===== config.mk =====
export PLATFORM = sky130hd
export DESIGN_NAME = fifo_or_sorted_priority_queue
export DESIGN_NICKNAME = d
export VERILOG_FILES = /design/src/sv/fosq_pkg.sv /design/src/sv/fosq_cell.sv /design/src/sv/fifo_or_sorted_priority_queue.sv
export SDC_FILE = /design/constraint.sdc
export NUM_CORES = 2
export LEC_CHECK = 0
export CORE_MARGIN = 2
export CORE_UTILIZATION = 45
export CTS_BUF_LIST = sky130_fd_sc_hd__clkbuf_16
export CTS_CLUSTER_SIZE = 25
export DETAILED_ROUTE_END_ITERATION = 7
export DONT_BUFFER_PORTS = 1
export HOLD_SLACK_MARGIN = 0.06
export PLACE_DENSITY = 0.66
export SETUP_SLACK_MARGIN = 0.1
export SLEW_MARGIN = 25
export SYNTH_ARGS = -nofsm -noshare
export SYNTH_HDL_FRONTEND = slang
export SYNTH_SLANG_ARGS = --single-unit

===== constraint.sdc =====
create_clock -name clk -period 25.4 [get_ports clk]
set_clock_uncertainty 0.1 [all_clocks]
set_input_delay 3.81 -clock clk [delete_from_list [all_inputs] [get_ports clk]]
set_output_delay 3.81 -clock clk [all_outputs]
set_load 0.1 [all_outputs]

===== src/sv/fosq_pkg.sv =====
package fosq_pkg;

  localparam int DEPTH        = 16;
  localparam int KEY_BITS     = 16;
  localparam int PAYLOAD_BITS = 32;
  localparam int COUNT_BITS   = $clog2(DEPTH + 1);

  // apb register map
  localparam int PADDR_BITS = 3;
  localparam int PDATA_BITS = 32;
  localparam logic REG_PRIORITY_MODE = 1'b0;

  typedef enum logic {
    OP_PUSH = 1'b0,
    OP_POP  = 1'b1
  } op_t;

  // per-cell control from the top level
  typedef struct packed {
    logic push;  // accepted push that fits
    logic pop;   // accepted pop of a non-empty queue
    logic prio;  // sorted insertion
    logic occ;   // this slot holds an entry
    logic head;  // this is slot zero
  } cell_ctl_t;

endpackage


===== src/sv/fosq_cell.sv =====
module fosq_cell (
  input  logic                              clk,
  input  fosq_pkg::cell_ctl_t               ctl,
  input  logic                              flag_in,
  output logic                              flag_out,
  input  logic [fosq_pkg::KEY_BITS-1:0]     new_key,
  input  logic [fosq_pkg::PAYLOAD_BITS-1:0] new_payload,
  input  logic [fosq_pkg::KEY_BITS-1:0]     left_key,
  input  logic [fosq_pkg::PAYLOAD_BITS-1:0] left_payload,
  input  logic [fosq_pkg::KEY_BITS-1:0]     right_key,
  input  logic [fosq_pkg::PAYLOAD_BITS-1:0] right_payload,
  output logic [fosq_pkg::KEY_BITS-1:0]     key,
  output logic [fosq_pkg::PAYLOAD_BITS-1:0] payload,
  output logic [fosq_pkg::KEY_BITS-1:0]     key_next,
  output logic [fosq_pkg::PAYLOAD_BITS-1:0] payload_next
);

  logic here;

  // insertion point is at or before this slot
  always_comb begin
    if (!ctl.occ) begin
      here = 1'b1;
    end else if (!ctl.prio) begin
      here = 1'b0;
    end else if (ctl.head) begin
      here = (new_key < key);
    end else begin
      here = (key >= new_key);
    end
    flag_out = flag_in | here;
  end

  always_comb begin
    key_next     = key;
    payload_next = payload;
    if (ctl.pop) begin
      key_next     = right_key;
      payload_next = right_payload;
    end else if (ctl.push) begin
      if (flag_in) begin
        key_next     = left_key;
        payload_next = left_payload;
      end else if (flag_out) begin
        key_next     = new_key;
        payload_next = new_payload;
      end
    end
  end

  always_ff @(posedge clk) begin
    key     <= key_next;
    payload <= payload_next;
  end

endmodule


===== src/sv/fifo_or_sorted_priority_queue.sv =====
// Bounded queue of up to DEPTH keyed entries, kept in a row of shift cells with
// the head in cell zero. With priority_mode at 0 a push appends at the tail;
// at 1 the new entry goes before the first entry whose key is not smaller,
// except that a key equal to the head's goes behind the head. A pop removes
// the head. Every transaction returns one result: the head after the
// operation (zero when empty), the count, and empty, overflow and underflow
// flags. A push to a full queue and a pop of an empty one leave the state
// alone. One transaction is taken every cycle while in_stall is low; the
// result is registered in the cycle after acceptance. The per-cycle limit
// is the ripple of the insertion flag through all cells. Changing the mode
// does not reorder entries already stored.
module fifo_or_sorted_priority_queue (
  input  logic                                clk,
  input  logic                                rst,
  // apb configuration port
  input  logic                                psel,
  input  logic                                penable,
  input  logic                                pwrite,
  input  logic [fosq_pkg::PADDR_BITS-1:0]     paddr,
  input  logic [fosq_pkg::PDATA_BITS-1:0]     pwdata,
  output logic [fosq_pkg::PDATA_BITS-1:0]     prdata,
  output logic                                pready,
  // input channel
  input  logic                                in_valid,
  output logic                                in_stall,
  input  logic                                operation,
  input  logic [fosq_pkg::KEY_BITS-1:0]       entry_key,
  input  logic [fosq_pkg::PAYLOAD_BITS-1:0]   entry_payload,
  // output channel
  output logic                                out_valid,
  input  logic                                out_stall,
  output logic [fosq_pkg::KEY_BITS-1:0]       head_key,
  output logic [fosq_pkg::PAYLOAD_BITS-1:0]   head_payload,
  output logic [fosq_pkg::COUNT_BITS-1:0]     entry_count,
  output logic                                is_empty,
  output logic                                overflow,
  output logic                                underflow
);

  localparam int D  = fosq_pkg::DEPTH;
  localparam int KB = fosq_pkg::KEY_BITS;
  localparam int PB = fosq_pkg::PAYLOAD_BITS;
  localparam int CB = fosq_pkg::COUNT_BITS;

  logic          priority_mode;
  logic [CB-1:0] count;
  logic [CB-1:0] count_next;

  // ---------------------------------------------------------------
  // configuration register
  // ---------------------------------------------------------------
  logic reg_sel;
  assign reg_sel = (paddr[2] == fosq_pkg::REG_PRIORITY_MODE);
  assign pready  = 1'b1;

  always_ff @(posedge clk) begin
    if (rst) begin
      priority_mode <= 1'b0;
    end else if (psel && penable && pwrite && pready && reg_sel) begin
      priority_mode <= pwdata[0];
    end
  end

  always_comb begin
    prdata = '0;
    if (reg_sel) begin
      prdata[0] = priority_mode;
    end
  end

  // ---------------------------------------------------------------
  // transaction accept and operation decode
  // ---------------------------------------------------------------
  logic accept;
  logic is_full;
  logic is_zero;
  logic do_push;
  logic do_pop;
  logic over;
  logic under;

  // output register frees up when its result is taken in the same cycle
  assign in_stall = out_valid & out_stall;
  assign accept   = in_valid & ~in_stall;

  assign is_full = (count == CB'(D));
  assign is_zero = (count == '0);
  assign do_push = accept && (operation == fosq_pkg::OP_PUSH) && !is_full;
  assign do_pop  = accept && (operation == fosq_pkg::OP_POP) && !is_zero;
  assign over    = (operation == fosq_pkg::OP_PUSH) && is_full;
  assign under   = (operation == fosq_pkg::OP_POP) && is_zero;

  always_comb begin
    count_next = count;
    if (do_push) begin
      count_next = count + CB'(1);
    end else if (do_pop) begin
      count_next = count - CB'(1);
    end
  end

  always_ff @(posedge clk) begin
    if (rst) begin
      count <= '0;
    end else begin
      count <= count_next;
    end
  end

  // ---------------------------------------------------------------
  // cell chain: flag ripples from head to tail, data shifts one slot
  // ---------------------------------------------------------------
  logic [KB-1:0] cell_key      [D];
  logic [PB-1:0] cell_payload  [D];
  logic [KB-1:0] cell_key_nx   [D];
  logic [PB-1:0] cell_payload_nx [D];
  logic [D:0]    flag;

  assign flag[0] = 1'b0;

  for (genvar i = 0; i < D; i++) begin : g_cell
    fosq_pkg::cell_ctl_t ctl;
    logic [KB-1:0]       lk;
    logic [PB-1:0]       lp;
    logic [KB-1:0]       rk;
    logic [PB-1:0]       rp;

    assign ctl.push = do_push;
    assign ctl.pop  = do_pop;
    assign ctl.prio = priority_mode;
    assign ctl.occ  = (CB'(i) < count);
    assign ctl.head = (i == 0);

    if (i == 0) begin : g_first
      assign lk = '0;
      assign lp = '0;
    end else begin : g_left
      assign lk = cell_key[i-1];
      assign lp = cell_payload[i-1];
    end

    if (i == D - 1) begin : g_last
      assign rk = '0;
      assign rp = '0;
    end else begin : g_right
      assign rk = cell_key[i+1];
      assign rp = cell_payload[i+1];
    end

    fosq_cell u_cell (
      .clk           (clk),
      .ctl           (ctl),
      .flag_in       (flag[i]),
      .flag_out      (flag[i+1]),
      .new_key       (entry_key),
      .new_payload   (entry_payload),
      .left_key      (lk),
      .left_payload  (lp),
      .right_key     (rk),
      .right_payload (rp),
      .key           (cell_key[i]),
      .payload       (cell_payload[i]),
      .key_next      (cell_key_nx[i]),
      .payload_next  (cell_payload_nx[i])
    );
  end

  // ---------------------------------------------------------------
  // result register
  // ---------------------------------------------------------------
  always_ff @(posedge clk) begin
    if (rst) begin
      out_valid <= 1'b0;
    end else if (accept) begin
      out_valid <= 1'b1;
    end else if (!out_stall) begin
      out_valid <= 1'b0;
    end
  end

  always_ff @(posedge clk) begin
    if (accept) begin
      if (count_next == '0) begin
        head_key     <= '0;
        head_payload <= '0;
      end else begin
        head_key     <= cell_key_nx[0];
        head_payload <= cell_payload_nx[0];
      end
      entry_count <= count_next;
      is_empty    <= (count_next == '0);
      overflow    <= over;
      underflow   <= under;
    end
  end

endmodule


==> results.md <==
- The flow ran to the end, and the final reports show no timing, DRC or antenna violations.
- The primary flip-flop cell chosen by synthesis mapping is edfxtp_1.
- The die is 335 µm tall.
- The critical path ends at g_cell[13].u_cell.key[2]$_DFFE_PP_.
- Buffers inserted during clock tree synthesis total 92.
- Data on the critical path is required at its endpoint by 25.59 ns.
- The initial antenna violation count is 3.
- In this run, synthesis produced a sequential element count of 831.
- The number of detailed-routing iterations run before antenna repair is 6.
- Input and output buffers added on the ports amount to 0.
- For this configuration, the core starts out at a cell density of 0.452.
- The final number of hold-violating endpoints is 0.
- Once the clock tree was built, the resizer swapped 0 gates to a different size.
- For this run, the post-layout net count is 5131.
- The worst slew margin relative to its limit is 0.187.
- The post-CTS repair timing setup buffer count is 0.
- The startpoint of the worst-slack reg-to-reg timing path is g_cell[1].u_cell.key[15]$_DFFE_PP_.
- The most common cell after layout, fill and taps aside is nand2_1.
- For the worst flop-to-flop path, the logic depth is 13.
- The number of buffers added to fix hold violations after cts is 0.
- The tightest min-delay check is of the reg2reg type.
- The global-route usage over all layers is 0.268.
- Entering global routing, the biggest net connects 233 pins.
- The violation count after the first detailed-route iteration is 5444.
- The clock tree root driver cell is clkbuf_16.
- The maximum root-to-sink buffer count is 3.
- The number of placed I/O pins is 182.
- STA classifies the critical path endpoint as a flip-flop.
- The placeable core region is 109000 µm².
- For this block, the via count after detailed routing is 40300.
- The post-synthesis async set-or-reset flop share is 0.
- Subtracting the final worst setup slack from the clock period gives 9.47 ns.
- The power density relative to cell area is 86.0 nW/µm².
- Based on the critical path, the design can be clocked at up to 106 MHz.
- Once placement completed, the tool counted placed cells totaling 6099.
- The worst register-to-register path ends at g_cell[13].u_cell.key[2]$_DFFE_PP_.
- The area growth from synthesis to layout is 7.71%.
- Setup violations remaining at the end of the flow were counted as 0.
- Summed over all layers, the routed wires come to 154 mm.
- The routed length per placed instance is 24.5 µm.
- The final global-route overflow total is 0.
- The mapped netlist covers 49200 µm².
- Clock latency on the worst-skew pair, taken at its later pin, is 0.69 ns.
- Summed over all cells, the static leakage comes to 19.7 nW.
- The congestion estimate from routability-driven global placement came to 0.935.
- The number of H-tree levels is 3.
- The count of warnings emitted by yosys is 0.
- The transition time of the tightest slew-check pin is 1.21 ns.
- The launching element type of the critical path is a primary input.
- The number of global-route vias before repair is 38300.
- For the worst setup path, the data arrival time is 9.66 ns.
- Clock tree synthesis found a total of 831 sinks.
- In this run, synthesis inferred 728 flip-flops with an integrated enable.
- The sequential share of the synthesized area is 0.486.
- The sum of negative setup slack is 0 ns.
- Averaged over all synthesized cells, the footprint is 9.65 µm².
- In the finished design, the share of the clock period the worst path needs comes to 0.373.
- After legalization and detailed placement, the total HPWL measured 93.7 mm.
- The first global-routing pass estimated 235 mm of wire.
- Setup slack on the worst reg-to-reg path comes out at 19.21 ns.
- The number of distinct standard cells referenced by the synthesized netlist is 77.
- The die outline width is 335 µm.
- The worst hold slack across all endpoints is 0.371 ns.
- The completed layout was analyzed and its total power is 4.56 mW.
- Setup repair after global routing left no endpoint under its margin.
- In this run the remaining antenna-violating nets after routing total 0.
- The DRC violation count after routing is 0.
- In the routed layout, each cell is associated on average with a via count of 6.42.
- The worst vdd rail ir drop is 64.6 µV.
- The number of maximum-capacitance violations is 0.
- In the final layout, the share of cells above drive strength 1 is 0.0664.
- TritonCTS built the clock tree.
- After clock tree synthesis, the clock-pin slew on the worst setup and hold paths is 0.06 ns.
- The maximum fanout along the worst path is 69.
- For this run, the share of the core covered by cells in the final layout is 0.487.
- The number of standard-cell rows in the floorplan is 121.
- The worst setup path startpoint is entry_key[15].
- The final max-slew violation count came to 0.
- The critical path class is in2reg.
- Leaving out fill and tap cells, the most frequent cells in the layout are nand2_1 (881), edfxtp_1 (728), o21ai_0 (432), nor2_1 (321), mux2i_1 (274).
- The count of cells in the finished layout, fillers not included, comes to 6277.
- The floorplan die area is 112000 µm².
- Synthesis handed over a netlist of 5095 instances.
## where the power goes
group / total, mW / switching [mW] / internal, mW
sequential: 2.17 / 0.317 / 1.85
combinational: 1.02 / 0.652 / 0.371
clock: 1.36 / 0.591 / 0.774
total: 4.56 / 1.56 / 3.00
## how the worst min path moves through the flow
| stage | end | slack [ns] | from | cells after the start |
|---|---|---|---|---|
| floorplan | g_cell[15].u_cell.payload[0]$_SDFFE_PP0P_ | 0.34 | g_cell[15].u_cell.payload[0]$_SDFFE_PP0P_ | 2 |
| finish | g_cell[15].u_cell.payload[13]$_SDFFE_PP0P_ | 0.37 | g_cell[15].u_cell.payload[13]$_SDFFE_PP0P_ | 2 |
| CTS | g_cell[15].u_cell.payload[13]$_SDFFE_PP0P_ | 0.37 | g_cell[15].u_cell.payload[13]$_SDFFE_PP0P_ | 2 |
| detailed placement | g_cell[15].u_cell.payload[13]$_SDFFE_PP0P_ | 0.36 | g_cell[15].u_cell.payload[13]$_SDFFE_PP0P_ | 2 |
| global placement | g_cell[15].u_cell.payload[8]$_SDFFE_PP0P_ | 0.36 | g_cell[15].u_cell.payload[8]$_SDFFE_PP0P_ | 2 |
| global route | g_cell[15].u_cell.payload[3]$_SDFFE_PP0P_ | 0.39 | g_cell[15].u_cell.payload[3]$_SDFFE_PP0P_ | 2 |
## layer usage
| layer | track usage | part of all wire | vias to the layer above |
|---|---|---|---|
| met1 | 0.378 | 0.42 | 19500 |
| met4 | 0.0861 | 0.028 | 0 |
| met5 | 0 | 0 | - |
| li1 | - | - | 18300 |
| met3 | 0.0482 | 0.099 | 295 |
| met2 | 0.418 | 0.45 | 2140 |
## cell families after synthesis
family          share of synthesized area
compound gates                      0.169
xor+xnor                         0.000534
fa+ha+maj                          0.0656
buf+inv                            0.0570
flops                               0.486
mux                                0.0558
other cells                      0.000153
simple gates                        0.165
## synth_stat cells (17+ instances only)
library cell | count | area [µm²]
edfxtp_1 | 728 | 21900
nor2_1 | 323 | 1210
a31oi_1 | 263 | 1650
a31o_2 | 22 | 193
inv_1 | 123 | 462
nand4_1 | 223 | 1400
a221oi_1 | 25 | 219
o21ai_0 | 443 | 2220
buf_2 | 59 | 295
a21oi_1 | 94 | 470
o41ai_1 | 50 | 438
mux2i_1 | 274 | 2740
nand3_1 | 125 | 626
buf_1 | 35 | 131
ha_1 | 258 | 3230
dfxtp_1 | 103 | 2060
nand2_1 | 894 | 3360
clkbuf_1 | 374 | 1400
o211ai_1 | 186 | 1400
or4_1 | 36 | 270
o311ai_0 | 32 | 280
buf_4 | 47 | 353
a21o_1 | 18 | 135
a211oi_1 | 17 | 128
and2_1 | 86 | 538
nor3_1 | 60 | 300
## final cells by class
type                    count  area [µm²]
multi-input cells        3642       22900
clock inverters            80         667
inverters                 123         462
flip-flops and latches    831       23900
repair buffers             92         907
well taps                1414        1770
fillers                  9967       55700
diodes                      1        2.50
clock buffers              94        2350
## flip-flops by register name, indices dropped and copies added (netlist names)
name / flops
count: 5
entry_count: 5
g_cell.u_cell.key: 256
g_cell.u_cell.payload: 512
head_key: 16
head_payload: 32
is_empty: 1
out_valid: 1
overflow: 1
priority_mode: 1
underflow: 1
## through the flow
stage          worst slack [ns]  cell area [µm²]
2_1_floorplan             14.67            49300
3_3_place_gp              15.02            49700
3_5_place_dp              15.47            49900
4_1_cts                   16.16            52900
5_1_grt                   15.90            53000
6_report                  15.93            53000
## worst max-delay path, cell delays in order
cell	delay (ns)
inv_1	0.60
ha_1	0.31
nand4_1	0.17
or3_1	0.54
or4_1	0.65
a31oi_2	0.31
nor4b_2	0.12
nand3_4	0.30
buf_4	0.57
buf_4	0.70
nor3_4	0.22
buf_8	0.23
o21ai_4	0.47
buf_4	0.54
No activity file was read; power rests on OpenSTA's default activity.
